--- src/design/atoi_pkg.sv ---
`timescale 1ns / 1ps

package atoi_pkg;

    localparam int MAX_CHARS = 4096;
    localparam int STOP_W    = 12;
    localparam int STOP_CAP  = (MAX_CHARS - 1 < 4095) ? MAX_CHARS - 1 : 4095;

    localparam int BASE_W    = 6;
    localparam int CHAR_W    = 8;
    localparam int VALUE_W   = 64;
    localparam int OUT_W     = 80;

    localparam int Q_DEPTH   = 4;
    localparam int Q_PTR_W   = $clog2(Q_DEPTH);
    localparam int Q_CNT_W   = $clog2(Q_DEPTH + 1);

    localparam logic [CHAR_W-1:0] CHAR_SPACE = 8'h20;
    localparam logic [CHAR_W-1:0] CHAR_MINUS = 8'h2d;
    localparam logic [CHAR_W-1:0] CHAR_LOW_X = 8'h78;

    localparam logic [BASE_W-1:0] NO_DIGIT   = 6'd36;
    localparam logic [BASE_W-1:0] BASE_MAX   = 6'd36;
    localparam logic [BASE_W-1:0] BASE_BAD   = 6'd1;
    localparam logic [BASE_W-1:0] BASE_AUTO  = 6'd0;
    localparam logic [BASE_W-1:0] BASE_HEX   = 6'd16;
    localparam logic [BASE_W-1:0] BASE_OCT   = 6'd8;
    localparam logic [BASE_W-1:0] BASE_DEC   = 6'd10;

    typedef struct packed {
        logic [BASE_W-1:0] digit;
        logic              is_space;
        logic              is_minus;
        logic              is_low_x;
        logic              last;
    } char_class_t;

    function automatic logic [BASE_W-1:0] digit_of(input logic [CHAR_W-1:0] c);
        logic [CHAR_W-1:0] d;
        d = 8'd36;
        if (c inside {[8'h30:8'h39]}) begin
            d = c - 8'h30;
        end else if (c inside {[8'h61:8'h7a]}) begin
            d = c - 8'h61 + 8'd10;
        end else if (c inside {[8'h41:8'h5a]}) begin
            d = c - 8'h41 + 8'd10;
        end
        return d[BASE_W-1:0];
    endfunction

endpackage

--- src/design/atoi_front.sv ---
`timescale 1ns / 1ps

module atoi_front
    import atoi_pkg::*;
(
    input  logic              s_tvalid,
    output logic              s_tready,
    input  logic [CHAR_W-1:0] s_tdata,
    input  logic              s_tlast,
    output logic              push_valid,
    input  logic              push_ready,
    output char_class_t       push_data
);

    always_comb begin
        push_data.digit    = digit_of(s_tdata);
        push_data.is_space = (s_tdata == CHAR_SPACE);
        push_data.is_minus = (s_tdata == CHAR_MINUS);
        push_data.is_low_x = (s_tdata == CHAR_LOW_X);
        push_data.last     = s_tlast;
    end

    assign push_valid = s_tvalid;
    assign s_tready   = push_ready;

endmodule

--- src/design/atoi_queue.sv ---
`timescale 1ns / 1ps

module atoi_queue
    import atoi_pkg::*;
(
    input  logic        aclk,
    input  logic        aresetn,
    input  logic        push_valid,
    output logic        push_ready,
    input  char_class_t push_data,
    output logic        pop_valid,
    input  logic        pop_ready,
    output char_class_t pop_data
);

    char_class_t             slots_reg [Q_DEPTH];
    logic [Q_PTR_W-1:0]      wr_ptr_reg;
    logic [Q_PTR_W-1:0]      rd_ptr_reg;
    logic [Q_CNT_W-1:0]      count_reg;
    logic                    push_fire;
    logic                    pop_fire;

    assign push_ready = (count_reg != Q_CNT_W'(Q_DEPTH));
    assign pop_valid  = (count_reg != '0);
    assign pop_data   = slots_reg[rd_ptr_reg];
    assign push_fire  = push_valid && push_ready;
    assign pop_fire   = pop_valid && pop_ready;

    always_ff @(posedge aclk) begin
        if (push_fire) begin
            slots_reg[wr_ptr_reg] <= push_data;
        end
    end

    always_ff @(posedge aclk) begin
        if (!aresetn) begin
            wr_ptr_reg <= '0;
            rd_ptr_reg <= '0;
            count_reg  <= '0;
        end else begin
            if (push_fire) begin
                wr_ptr_reg <= wr_ptr_reg + 1'b1;
            end
            if (pop_fire) begin
                rd_ptr_reg <= rd_ptr_reg + 1'b1;
            end
            if (push_fire && !pop_fire) begin
                count_reg <= count_reg + 1'b1;
            end else if (!push_fire && pop_fire) begin
                count_reg <= count_reg - 1'b1;
            end
        end
    end

`ifndef ASSERT_OFF
    a_count_bound: assert property (@(posedge aclk) disable iff (!aresetn)
        count_reg <= Q_CNT_W'(Q_DEPTH))
        else $error("queue count beyond depth");
`endif

endmodule

--- src/design/atoi_back.sv ---
`timescale 1ns / 1ps

module atoi_back
    import atoi_pkg::*;
(
    input  logic              aclk,
    input  logic              aresetn,
    input  logic              cfg_wr_en,
    input  logic [BASE_W-1:0] cfg_wr_data,
    input  logic              pop_valid,
    output logic              pop_ready,
    input  char_class_t       pop_data,
    output logic              m_tvalid,
    input  logic              m_tready,
    output logic [OUT_W-1:0]  m_tdata
);

    typedef enum logic [5:0] {
        PH_SPACE  = 6'b000001,
        PH_SIGN   = 6'b000010,
        PH_AUTO0  = 6'b000100,
        PH_HEX0   = 6'b001000,
        PH_DIGITS = 6'b010000,
        PH_DONE   = 6'b100000
    } phase_t;

    logic [BASE_W-1:0]  number_base_reg;
    phase_t             phase_reg, phase_next;
    logic               neg_reg, neg_next;
    logic [VALUE_W-1:0] acc_reg, acc_next;
    logic [BASE_W-1:0]  base_reg, base_next;
    logic [STOP_W-1:0]  pos_reg, pos_next;

    logic               out_valid_reg;
    logic [VALUE_W-1:0] out_acc_reg;
    logic               out_neg_reg;
    logic [STOP_W-1:0]  out_stop_reg;
    logic               out_bad_reg;

    phase_t             ph;
    logic               neg;
    logic [VALUE_W-1:0] acc;
    logic [BASE_W-1:0]  base;
    logic [STOP_W-1:0]  pos;
    logic               used;
    logic               emit;
    logic [STOP_W-1:0]  e_stop;
    logic               e_bad;
    logic               pop_fire;
    logic [VALUE_W-1:0] out_value;

    assign pop_ready = !out_valid_reg || m_tready;
    assign pop_fire  = pop_valid && pop_ready;

    always_comb begin
        ph     = phase_reg;
        neg    = neg_reg;
        acc    = acc_reg;
        base   = base_reg;
        pos    = pos_reg;
        used   = 1'b0;
        emit   = 1'b0;
        e_stop = '0;
        e_bad  = 1'b0;

        // base is latched at the first character of a string
        if (phase_reg == PH_SPACE && pos_reg == '0) begin
            base = number_base_reg;
            if (base == BASE_BAD || base > BASE_MAX) begin
                emit  = 1'b1;
                e_bad = 1'b1;
                ph    = PH_DONE;
            end
        end

        if (ph != PH_DONE) begin
            if (ph == PH_SPACE) begin
                if (pop_data.is_space) begin
                    used = 1'b1;
                end else if (pop_data.is_minus) begin
                    neg  = 1'b1;
                    ph   = PH_SIGN;
                    used = 1'b1;
                end else begin
                    ph = PH_SIGN;
                end
            end
            if (!used && ph == PH_SIGN) begin
                if (base == BASE_AUTO) begin
                    if (pop_data.digit == '0) begin
                        ph   = PH_AUTO0;
                        used = 1'b1;
                    end else begin
                        base = BASE_DEC;
                        ph   = PH_DIGITS;
                    end
                end else if (base == BASE_HEX && pop_data.digit == '0) begin
                    ph   = PH_HEX0;
                    used = 1'b1;
                end else begin
                    ph = PH_DIGITS;
                end
            end
            if (!used && ph == PH_AUTO0) begin
                if (pop_data.is_low_x) begin
                    base = BASE_HEX;
                    used = 1'b1;
                end else begin
                    base = BASE_OCT;
                end
                ph = PH_DIGITS;
            end
            if (!used && ph == PH_HEX0) begin
                if (pop_data.is_low_x) begin
                    used = 1'b1;
                end
                ph = PH_DIGITS;
            end
            if (!used && ph == PH_DIGITS) begin
                if (pop_data.digit < base) begin
                    acc  = VALUE_W'(acc_reg * VALUE_W'(base)) + VALUE_W'(pop_data.digit);
                    used = 1'b1;
                end else begin
                    emit   = 1'b1;
                    e_stop = pos_reg;
                    ph     = PH_DONE;
                end
            end
            if (used && pos_reg < STOP_W'(STOP_CAP)) begin
                pos = pos_reg + 1'b1;
            end
        end

        if (pop_data.last && ph != PH_DONE) begin
            emit   = 1'b1;
            e_stop = pos;
            ph     = PH_DONE;
        end

        if (pop_data.last) begin
            phase_next = PH_SPACE;
            neg_next   = 1'b0;
            acc_next   = '0;
            base_next  = '0;
            pos_next   = '0;
        end else begin
            phase_next = ph;
            neg_next   = neg;
            acc_next   = acc;
            base_next  = base;
            pos_next   = pos;
        end
    end

    always_ff @(posedge aclk) begin
        if (!aresetn) begin
            number_base_reg <= BASE_DEC;
            phase_reg       <= PH_SPACE;
            neg_reg         <= 1'b0;
            acc_reg         <= '0;
            base_reg        <= '0;
            pos_reg         <= '0;
            out_valid_reg   <= 1'b0;
        end else begin
            if (cfg_wr_en) begin
                number_base_reg <= cfg_wr_data;
            end
            if (pop_fire) begin
                phase_reg <= phase_next;
                neg_reg   <= neg_next;
                acc_reg   <= acc_next;
                base_reg  <= base_next;
                pos_reg   <= pos_next;
            end
            if (pop_fire && emit) begin
                out_valid_reg <= 1'b1;
            end else if (m_tready) begin
                out_valid_reg <= 1'b0;
            end
        end
    end

    always_ff @(posedge aclk) begin
        if (pop_fire && emit) begin
            out_acc_reg  <= acc;
            out_neg_reg  <= neg;
            out_stop_reg <= e_stop;
            out_bad_reg  <= e_bad;
        end
    end

    assign out_value = out_neg_reg ? ('0 - out_acc_reg) : out_acc_reg;
    assign m_tvalid  = out_valid_reg;
    assign m_tdata   = {{(OUT_W - VALUE_W - STOP_W - 1){1'b0}}, out_bad_reg, out_stop_reg,
                        out_value};

`ifndef ASSERT_OFF
    a_space_clean: assert property (@(posedge aclk) disable iff (!aresetn)
        phase_reg == PH_SPACE |-> (acc_reg == '0 && !neg_reg))
        else $error("accumulator or sign not clear in leading space phase");

    a_last_clears: assert property (@(posedge aclk) disable iff (!aresetn)
        pop_fire && pop_data.last |=> (phase_reg == PH_SPACE && pos_reg == '0))
        else $error("string state not cleared after last character");

    a_bad_base_zero: assert property (@(posedge aclk) disable iff (!aresetn)
        out_valid_reg && out_bad_reg |-> (out_stop_reg == '0 && out_acc_reg == '0))
        else $error("bad base result carries nonzero payload");
`endif

endmodule

--- src/design/ascii_to_integer_parser.sv ---
`timescale 1ns / 1ps

// strtol-style parser: characters arrive one per transfer on s_, s_tlast marks the
// end of a string, and each string yields at most one result transfer on m_ holding
// the signed 64-bit value (wrapped), the saturating stop index and a bad-base flag.
// The parser sustains one character per cycle while no result waits on m_tready;
// the limit is the accumulator multiply-add by the base in the back end, which
// retires one character a cycle. Characters are registered in the 4-entry queue's
// slots before the output register. cfg_wr_data (0 auto, 2..36 radix) takes effect
// at the first character of the next string and should be written only while idle.

module ascii_to_integer_parser
    import atoi_pkg::*;
(
    input  logic              aclk,
    input  logic              aresetn,
    input  logic              cfg_wr_en,
    input  logic [BASE_W-1:0] cfg_wr_data,
    input  logic              s_tvalid,
    output logic              s_tready,
    input  logic [CHAR_W-1:0] s_tdata,   // ch
    input  logic              s_tlast,
    output logic              m_tvalid,
    input  logic              m_tready,
    output logic [OUT_W-1:0]  m_tdata    // value[63:0], stop_index[75:64], bad_base[76]
);

    logic        push_valid;
    logic        push_ready;
    char_class_t push_data;
    logic        pop_valid;
    logic        pop_ready;
    char_class_t pop_data;

    atoi_front u_front (
        .s_tvalid   (s_tvalid),
        .s_tready   (s_tready),
        .s_tdata    (s_tdata),
        .s_tlast    (s_tlast),
        .push_valid (push_valid),
        .push_ready (push_ready),
        .push_data  (push_data)
    );

    atoi_queue u_queue (
        .aclk       (aclk),
        .aresetn    (aresetn),
        .push_valid (push_valid),
        .push_ready (push_ready),
        .push_data  (push_data),
        .pop_valid  (pop_valid),
        .pop_ready  (pop_ready),
        .pop_data   (pop_data)
    );

    atoi_back u_back (
        .aclk        (aclk),
        .aresetn     (aresetn),
        .cfg_wr_en   (cfg_wr_en),
        .cfg_wr_data (cfg_wr_data),
        .pop_valid   (pop_valid),
        .pop_ready   (pop_ready),
        .pop_data    (pop_data),
        .m_tvalid    (m_tvalid),
        .m_tready    (m_tready),
        .m_tdata     (m_tdata)
    );

endmodule

--- config.mk ---
export PLATFORM = sky130hd
export DESIGN_NAME = ascii_to_integer_parser
export DESIGN_NICKNAME = d
export VERILOG_FILES = /design/src/design/atoi_pkg.sv /design/src/design/atoi_front.sv /design/src/design/atoi_queue.sv /design/src/design/atoi_back.sv /design/src/design/ascii_to_integer_parser.sv
export SDC_FILE = /design/constraint.sdc
export NUM_CORES = 1
export LEC_CHECK = 0
export BUFFER_PORTS_ARGS = -buffer_cell sky130_fd_sc_hd__buf_2
export CAP_MARGIN = 30
export CELL_PAD_IN_SITES_DETAIL_PLACEMENT = 0
export CELL_PAD_IN_SITES_GLOBAL_PLACEMENT = 1
export CORE_MARGIN = 4
export CORE_UTILIZATION = 30
export DETAILED_ROUTE_END_ITERATION = 7
export PLACE_DENSITY = 0.67
export SETUP_SLACK_MARGIN = 0.1
export SYNTH_ARGS = -nofsm -noshare
export SYNTH_HDL_FRONTEND = slang
export SYNTH_SLANG_ARGS = --single-unit
--- constraint.sdc ---
create_clock -name aclk -period 7.6 [get_ports aclk]
set_clock_uncertainty 0.15 [all_clocks]
set_input_delay 0.76 -clock aclk [delete_from_list [all_inputs] [get_ports aclk]]
set_output_delay 0.76 -clock aclk [all_outputs]
set_load 0.05 [all_outputs]
# Word level (Yosys, flattened, before mapping)

Memory sizes are Yosys's and may differ from the RTL's. A register that Yosys moved wholly into a read port is not among the register bits.
Index checks and enable logic that the tools add are counted.
Widths: inputs -> output; s select.

Register bits: 181
Memory bits (writable): 40
Bits of input ports: 20
Output and inout bits: 82
Logic and storage cells: 162
Memories kept: 1

Add/sub/neg operators: 12
$mul: 1
$lt $le $gt $ge: 9
Eq/ne operators: 14
Muxes and demuxes: 80
Reduce and logical (&&, ||, !) cells: 31

Memories:

| memory            | words | bits a word | read ports | clocked after memory_dff | write ports | RTL line         | text |
|---|---|---|---|---|---|---|---|
| u_queue.slots_reg | 4     | 10          | 1          | 1                        | 1           | atoi_queue.sv:16 | `char_class_t slots_reg [Q_DEPTH];` |

Operators by type and width:

| operator              | count |
|---|---|
| $mux 64               | 5 |
| $mux 6                | 28 |
| $mux 12               | 7 |
| $add 64x6->64         | 1 |
| $mul 64x6->64         | 1 |
| $sub 1x64->64 const A | 1 |
| $mux 1                | 33 |
| $eq 6x1->1 const B    | 3 |
| $eq 8x6->1 const B    | 2 |
| $ge 8x7->1 const B    | 2 |
| $le 8x7->1 const B    | 2 |
| $logic_and 1x1->1     | 16 |
| $mux 5                | 3 |
| $add 12x1->12 const B | 1 |
| $add 6x4->6 const B   | 2 |
| $eq 6x5->1 const B    | 2 |
| $logic_not 12->1      | 1 |
| $logic_not 6->1       | 2 |
| $lt 12x12->1 const B  | 1 |
| $ne 6x6->1 const B    | 2 |
| $sub 6x6->6 const B   | 2 |
| $eq 8x7->1 const B    | 1 |
| $ge 8x6->1 const B    | 1 |
| $le 8x6->1 const B    | 1 |
| 16 further kinds      | 27 |

# Logic depth before layout (Yosys ltp)

Gate-level depths: netlist of the first run.

Depth in word-level cells: 28
Gate-level depth with buffers: 31
Mapped depth without buffers: 28

# By module

From an unflattened synthesis of the first run, not the netlist that was laid out.

Cells, all modules: 2,383
Area, all modules: 23,028.3 um^2

Modules (own cells, without submodules):

| module     | instances | cells each | area each (um^2) |
|---|---|---|---|
| atoi_back  | 1         | 2,221      | 20,618.5 |
| atoi_queue | 1         | 100        | 1,945.6 |
| atoi_front | 1         | 62         | 464.2 |

# Worst setup path before layout of the first run

OpenSTA, ideal clock, no wires.

Kind: register -> register
From: register with a tool-made name
To: register u_back.out_acc_reg[0] (enable)
Data arrival time: 7.701 ns
Required time: 6.908 ns
Path slack: -0.793 ns
Stages on the path, launching flop included: 19
Clock period less this slack: 8.393 ns
Path through: dfxtp_1 buf_6 mux4_2 nor2_1 a21oi_1 nor4_1 o211ai_1 a31oi_2 clkbuf_1 inv_1 ha_1 a21o_1 a21o_1 a21oi_1 nand2_1 and4b_1 nor3_1 nor2_1 a21oi_1

RTL lines:

| element              | RTL line         | text |
|---|---|---|
| end signal, assigned | atoi_back.sv:185 | `out_acc_reg <= acc;` |
| end, declared        | atoi_back.sv:35  | `logic [VALUE_W-1:0] out_acc_reg;` |

# Final worst setup path of the first run

From: register u_back.number_base_reg[5]
To: register u_back.acc_reg[55]

Word-level cells in the longest chain between the ends: 24
Elaborated cells on any way between the ends: 59

Ends and longest elaborated chain:

| element                                             | RTL line         | text |
|---|---|---|
| start, declared                                     | atoi_back.sv:27  | `logic [BASE_W-1:0] number_base_reg;` |
| start signal, assigned                              | atoi_back.sv:166 | `number_base_reg <= cfg_wr_data;` |
| branches (longest 22 deep; another with $gt 6x6->1) | n/a              |  |
| $mux 64 (*)                                         | atoi_back.sv:76  | `if (ph != PH_DONE) begin` |
| $mux 64 (*)                                         | atoi_back.sv:140 | `if (pop_data.last) begin` |
| end signal, assigned                                | atoi_back.sv:171 | `acc_reg <= acc_next;` |
| end, declared                                       | atoi_back.sv:30  | `logic [VALUE_W-1:0] acc_reg, acc_next;` |

Mark *: on every way between the ends. The select of a mux whose other input is x is not followed.
A chain may end at the register's enable or synchronous reset.

==> flow_summary_export.csv, run 1 <==
group,metric,value,unit
detailed_routing,vias_per_cell,5.14,
detailed_routing,wirelength,71400,um
cells_and_area,drive_gt1_frac,0.237,
setup_path,max_stage_delay,560,ps
cts,numCtsBuffers,27,
cts,clockBufferDepth,3,
detailed_routing,firstDrtPassIters,6,
detailed_routing,wl_met2,34100,um
sta,slew-limit-headroom,0.373,
sta,rsz0062_at_grt,"yes",
setup_path,timing.rr.start,"u_back.number_base_reg[5]$_SDFFE_PN0P_",
cts,cts.root.buffer_cell,"clkbuf_16",
floorplan,num_rows,102,
synthesis,yosysUniqueCellTypes,89,
global_route,overflow,0,
run,maxCapViolCount,0,
place,dp.cells,3606,
floorplan,design.core.area,77500,um^2
sta,setup_viol_count_final,0,
cells_and_area,finalNetCount,3032,
cells_and_area,multi_input_area,18100,um^2
sta,worst_slack,233,ps
run_status,status,"completed",
cells_and_area,final_cell_mix,"and2_1 (287), fa_1 (236), buf_4 (203)",
power,power.leakage,12.6,nW
place,dp_slack,-108,ps
floorplan,die_area,82700,um^2
setup_path,cp-start-kind,"flop",
global_route,grt_pass1_vias,19900,
setup_path,path_max_fanout,11,
sta,fin_crit,7370,ps
synthesis,syn_inst,2389,
sta,max_freq,136,MHz
place,dp_hpwl,53200,um
setup_path,r2r_cells,31,
cells_and_area,nFillCells,7751,
setup_path,r2r_end,"u_back.acc_reg[55]$_SDFFE_PN0P_",
cells_and_area,fin_cells,3682,
floorplan,initial_core_util,0.303,
synthesis,syn_area,23500,um^2
setup_path,required,7980,ps
synthesis,avgSynthCellArea,9.82,um^2
place,place.port_buffers,98,
setup_path,cp_common_cell,"buf_4",
synthesis,yosysWarnings,0,
cts,ctsHoldBuffers,0,
global_route,track_usage,0.169,
detailed_routing,wl_met3,3750,um
sta,hold_viol,0,
global_route,grt_pass1_wl,112000,um
detailed_routing,drc,0,
synthesis,ys_seq_area_frac,0.241,
synthesis,synth_edf_count,118,
power,power_density,289,nW/um^2
cells_and_area,area_growth,23.0,%
detailed_routing,vias,18900,
power,ir_drop,387,uV
sta,slew_violations,0,
synthesis,synthArstFlopShare,0,
place,routabilityCongestion,0.869,
setup_path,crit_end,"u_back.acc_reg[55]$_SDFFE_PN0P_",
global_route,antenna_found_initial,5,
floorplan,die_y,288,um
floorplan,die_x,288,um
cts,htree_levels,1,
floorplan,io_pins,102,
detailed_routing,topRoutingLayerUsed,"met4",
sta,worst_pin_slew,941,ps
cells_and_area,seq_area,5650,um^2
setup_path,setup.worst_path.start,"u_back.number_base_reg[5]$_SDFFE_PN0P_",
synthesis,yosys_register_bits,223,
global_route,grt_max_degree,90,
setup_path,crit_slowest_cell,"or4_1",
detailed_routing,antenna_left,0,
setup_path,worstSetupPathType,"flop to flop",
cts,cts_sinks,223,
cells_and_area,layout_commonest_cell,"and2_1",
cts,clk_pin_slew,60,ps
cts,tritoncts,"done",
sta,period_share,0.969,
detailed_routing,drt_iter0_drc,1181,
synthesis,synth_ff_type,"edfxtp_1",
setup_path,worst_setup_path_end_kind,"flop",
setup_path,arrival,7750,ps
detailed_routing,met1Wirelength,31900,um
min_path,hp-class,"primary input to flop",
detailed_routing,drt-wirelength-per-cell,19.4,um
cts,clock_latency,600,ps
setup_path,regToRegSetupSlack,230,ps
-- through the flow --
step / hold WS, ps / area, um^2 / util / total power (W) / TNS, ps
after floorplan: 294 / 23500 / - / 0.00488 / 0
after global placement: 322 / 26400 / 0.341 / 0.00637 / -137
after detailed placement: 325 / 26400 / 0.341 / 0.00642 / -460
after CTS: 211 / 27500 / 0.354 / 0.00782 / 0
after global routing: 219 / 28800 / 0.372 / 0.00875 / -8.28
final: 235 / 28800 / 0.372 / 0.00833 / 0
-- layer usage --
metal | track usage | up-vias
met5 | 0 | -
met4 | 0.0349 | 0
met3 | 0.0226 | 102
met2 | 0.284 | 461
met1 | 0.232 | 9538
li1 | - | 8810
-- layout make-up --
cell class / count / area share
Sequential cell: 223 / 0.196
Antenna cell: 1 / 0.0000868
Timing Repair Buffer: 333 / 0.0891
Multi-Input combinational cell: 1946 / 0.626
Tap cell: 1040 / 0.0451
Clock buffer: 30 / 0.0246
Clock inverter: 20 / 0.00751
Inverter: 89 / 0.0116
-- critical path, delay by kind of cell (launching register included) --
| family | cells | cell delay, ps |
|---|---|---|
| AND/OR/NAND/NOR | 9 | 2250 |
| adder cells (fa/ha/maj) | 5 | 1920 |
| AO/OA/AOI/OAI | 8 | 1340 |
| buffers and inverters | 9 | 1300 |
| flip-flops | 1 | 310 |
-- cells by family after synthesis --
| logic type | share of synthesized area |
|---|---|
| mux | 0.0349 |
| buf+inv | 0.0390 |
| flops | 0.241 |
| simple gates | 0.208 |
| compound gates | 0.143 |
| xor+xnor | 0.0473 |
| fa+ha+maj | 0.286 |
| other cells | 0.000160 |
-- report_power, final --
group          internal, W  switching [W]
sequential         0.00161       0.000204
clock             0.000761       0.000605
combinational      0.00163        0.00352
-- timing repair --
| action | 4_1_cts | 5_1_grt |
|---|---|---|
| buffers inserted | 3 | 15 |
| pin swaps | 5 | 112 |
| resized for setup | 21 | 198 |
| gates cloned | 0 | 5 |
| setup endpoints to repair | 25 | 70 |
-- worst min-delay path by stage --
| stage | startpoint | to | slack, ps | cells after the start |
|---|---|---|---|---|
| after CTS | cfg_wr_data[3] | u_back.number_base_reg[3]$_SDFFE_PN1P_ | 210 | 3 |
| after global placement | u_back.acc_reg[63]$_SDFFE_PN0P_ | u_back.acc_reg[63]$_SDFFE_PN0P_ | 320 | 2 |
| after global routing | cfg_wr_data[3] | u_back.number_base_reg[3]$_SDFFE_PN1P_ | 220 | 3 |
| after detailed placement | u_back.acc_reg[63]$_SDFFE_PN0P_ | u_back.acc_reg[63]$_SDFFE_PN0P_ | 320 | 2 |
| after floorplan | u_back.acc_reg[63]$_SDFFE_PN0P_ | u_back.acc_reg[63]$_SDFFE_PN0P_ | 290 | 2 |
| final | cfg_wr_data[3] | u_back.number_base_reg[3]$_SDFFE_PN1P_ | 230 | 3 |
-- Yosys cell counts, types with 6 or more instances --
| library cell | count | area share |
|---|---|---|
| buf_4 | 9 | 0.0029 |
| nor4_1 | 11 | 0.0029 |
| a21o_1 | 49 | 0.016 |
| nor3b_1 | 6 | 0.0019 |
| buf_2 | 14 | 0.0030 |
| mux4_2 | 9 | 0.0086 |
| xnor2_1 | 104 | 0.039 |
| ha_1 | 151 | 0.081 |
| nand3_1 | 29 | 0.0062 |
| nor2_1 | 71 | 0.011 |
| a21boi_0 | 12 | 0.0038 |
| nand2b_1 | 28 | 0.0075 |
| edfxtp_1 | 118 | 0.15 |
| a21boi_1 | 6 | 0.0019 |
| o21bai_1 | 17 | 0.0054 |
| a22o_1 | 18 | 0.0067 |
| a31oi_1 | 9 | 0.0024 |
| and2_1 | 296 | 0.079 |
| fa_1 | 241 | 0.21 |
| nand2_1 | 155 | 0.025 |
| o211ai_1 | 6 | 0.0019 |
| o21a_1 | 19 | 0.0061 |
| o21ai_1 | 6 | 0.0013 |
| and4_1 | 7 | 0.0026 |
| nor2b_1 | 122 | 0.033 |
| a41oi_1 | 8 | 0.0030 |
| nor3_1 | 28 | 0.0060 |
| o31ai_1 | 29 | 0.0093 |
| nand4_1 | 21 | 0.0056 |
| mux2i_1 | 12 | 0.0051 |
| or3_1 | 15 | 0.0040 |
| and3_1 | 26 | 0.0069 |
| a21oi_1 | 102 | 0.022 |
| clkbuf_1 | 104 | 0.017 |
| dfxtp_1 | 105 | 0.090 |
| xor2_1 | 20 | 0.0075 |
| o21ai_0 | 111 | 0.024 |
| or4_1 | 14 | 0.0045 |
| o41ai_1 | 14 | 0.0052 |
| a22oi_1 | 48 | 0.015 |
| inv_1 | 89 | 0.014 |
| a211oi_1 | 7 | 0.0022 |
| mux2_2 | 44 | 0.021 |
No activity file was read; power rests on OpenSTA's default activity.
==> inputs of run 2 (changes only) <==
--- a/config.mk
+++ b/config.mk
@@ -10,5 +10,5 @@
 export CELL_PAD_IN_SITES_DETAIL_PLACEMENT = 0
 export CELL_PAD_IN_SITES_GLOBAL_PLACEMENT = 1
-export CORE_MARGIN = 4
+export CORE_MARGIN = 3
 export CORE_UTILIZATION = 30
 export DETAILED_ROUTE_END_ITERATION = 7
==> constraint.sdc (replaced) <==
create_clock -name aclk -period 7.6 [get_ports aclk]
set_clock_uncertainty 0.15 [all_clocks]
set_input_delay 1.14 -clock aclk [delete_from_list [all_inputs] [get_ports aclk]]
set_output_delay 1.14 -clock aclk [all_outputs]
set_load 0.05 [all_outputs]
==> run 2 against run 1 <==
Non-clock buffer count fell by 7. Register-to-register slack gained 70 ps. Critical path depth fell by 2. Count of clock-buffer cells in the layout rose by 5. Global-route usage is 0.23 points higher. Critical path type unchanged. Setup slack improved by 74 ps.
==> flow_summary_export.csv, run 2 (synthesis results as in run 1) <==
group,metric,value,unit
detailed_routing,topRoutingLayerUsed,"met4",
setup_path,crit_slowest_cell,"fa_2",
cells_and_area,multi_input_area,18000,um^2
sta,fin_crit,7290,ps
power,power.leakage,12.6,nW
run_status,status,"completed",
setup_path,r2r_end,"u_back.out_acc_reg[54]$_DFFE_PP_",
min_path,min_to,"u_back.neg_reg$_SDFFE_PN0P_",
place,place.port_buffers,98,
floorplan,die_x,286,um
floorplan,initial_core_util,0.306,
sta,hold_viol,0,
setup_path,required,7780,ps
cts,clockBufferDepth,3,
cells_and_area,nFillCells,7637,
detailed_routing,drt-wirelength-per-cell,19.4,um
detailed_routing,drt_iter0_drc,1179,
power,p_clk_frac,0.171,
cts,htree_levels,1,
power,netSwitchingFraction,0.524,
cells_and_area,drive_gt1_frac,0.232,
cts,clock_latency,590,ps
sta,worst_slack,307,ps
power,power_switching,0.00428,W
cells_and_area,seq_area,5650,um^2
power,seqPwrFrac,0.224,
place,routabilityCongestion,0.882,
global_route,track_usage,0.171,
min_path,hold_depth,2,
power,internal_power,0.00389,W
cells_and_area,finalInstanceArea,28700,um^2
sta,worst_pin_slew,888,ps
setup_path,r2r_cells,29,
place,dp_slack,-134,ps
cells_and_area,finalNetCount,3027,
global_route,grt_max_degree,70,
global_route,grt_pass1_vias,19900,
floorplan,die_area,81600,um^2
global_route,grt_pass1_wl,112000,um
floorplan,design.core.area,76700,um^2
min_path,hp-class,"flop to flop",
detailed_routing,firstDrtPassIters,5,
power,power_density,285,nW/um^2
floorplan,die_y,286,um
sta,slew-limit-headroom,0.406,
setup_path,cp_common_cell,"buf_4",
detailed_routing,antenna_left,0,
setup_path,worstSetupPathType,"flop to flop",
cells_and_area,layout_commonest_cell,"and2_1",
power,power_frac_comb,0.605,
sta,rsz0062_at_grt,"yes",
setup_path,path_max_fanout,7,
sta,slew_violations,0,
setup_path,cp-start-kind,"flop",
run,maxCapViolCount,0,
setup_path,arrival,7480,ps
min_path,hp-start,"u_back.neg_reg$_SDFFE_PN0P_",
global_route,overflow,0,
cells_and_area,final_cell_mix,"and2_1 (285), fa_1 (234), buf_4 (199)",
detailed_routing,wl_met3,4340,um
cts,cts.root.buffer_cell,"clkbuf_16",
place,placed_cell_area,26300,um^2
setup_path,regToRegSetupSlack,310,ps
global_route,antenna_found_initial,2,
detailed_routing,met1Wirelength,32000,um
cts,numCtsBuffers,29,
place,dp_hpwl,53200,um
cts,clk_pin_slew,60,ps
sta,max_freq,137,MHz
sta,setup_viol_count_final,0,
detailed_routing,wl_met2,33400,um
cts,cts_sinks,223,
cells_and_area,area_growth,22.4,%
setup_path,worst_setup_path_end_kind,"flop",
detailed_routing,drc,0,
floorplan,io_pins,102,
detailed_routing,vias,18800,
floorplan,num_rows,101,
power,ir_drop,401,uV
cts,tritoncts,"done",
cts,ctsHoldBuffers,0,
sta,period_share,0.960,
detailed_routing,wirelength,71400,um
detailed_routing,vias_per_cell,5.11,
setup_path,max_stage_delay,590,ps
==> run 2: cell count changes in the layout (fill, tap and decap cells not counted), moves of 3 or more <==
| cell | before | now |
|---|---|---|
| o21ai_1 | 16 | 22 |
| buf_4 | 203 | 199 |
| clkinvlp_4 | 4 | 7 |
| clkbuf_1 | 2 | 5 |
| mux2_2 | 43 | 40 |
| inv_6 | 5 | 1 |
| o21ai_2 | 13 | 10 |
| mux2_4 | 1 | 4 |
==> run 2: routing by layer <==
layer	vias up	GRT usage
met1	9382	0.234
li1	8781	-
met2	502	0.279
met3	89	0.0324
met4	0	0.0394
met5	-	0
==> run 2: repair_timing <==
action | CTS | global route
pin swaps | 41 | 157
resized for setup | 50 | 171
endpoints found under the setup margin | 34 | 75
hold endpoints to repair | 0 | 0
buffers inserted | 9 | 16
gates cloned | 1 | 4
==> run 2: power groups by stage <==
stage	registers, W	logic [W]	clock network [W]
6_report	0.00183	0.00494	0.00140
5_1_grt	0.00187	0.00524	0.00148
4_1_cts	0.00183	0.00476	0.00144
3_5_place_dp	0.00185	0.00458	0
3_3_place_gp	0.00185	0.00449	0
2_1_floorplan	0.00191	0.00298	0
==> run 2: final cells by class <==
type,instances,share of cell area
Clock inverter,19,0.00680
Multi-Input combinational cell,1946,0.627
Tap cell,1030,0.0449
Clock buffer,35,0.0268
Inverter,89,0.0116
Sequential cell,223,0.197
Timing Repair Buffer,326,0.0861
Antenna cell,1,0.0000871
==> run 2: worst max-delay path by stage <==
stage | from | to | slack (ps)
global placement | flop | u_back.out_acc_reg[50]$_DFFE_PP_ | 40
finish | flop | u_back.out_acc_reg[54]$_DFFE_PP_ | 310
global route | flop | u_back.out_acc_reg[60]$_DFFE_PP_ | 50
floorplan | flop | u_back.out_acc_reg[56]$_DFFE_PP_ | 100
detailed placement | flop | u_back.out_acc_reg[50]$_DFFE_PP_ | -130
CTS | flop | u_back.out_acc_reg[56]$_DFFE_PP_ | 80
==> run 2: metrics by stage <==
stage / util / hold WS (ps) / std cells / total power, W / TNS, ps
after global routing: 0.374 / 387 / 3668 / 0.00859 / 0
after floorplan: - / 294 / 2391 / 0.00488 / 0
final: 0.374 / 360 / 3669 / 0.00817 / 0
after CTS: 0.360 / 359 / 3647 / 0.00803 / 0
after detailed placement: 0.343 / 347 / 3583 / 0.00643 / -592
after global placement: 0.343 / 319 / 3582 / 0.00634 / 0
==> run 2: worst max-delay path, delay by kind of cell (launching register included) <==
family	cells	cell delay [ps]
muxes	2	810
AOI/OAI and AO/OA	9	1460
DFF	1	370
xor gates and xnor gates	1	120
and+or+nand+nor	5	1020
buffers and inverters	7	1090
adders and majority gates	5	2020
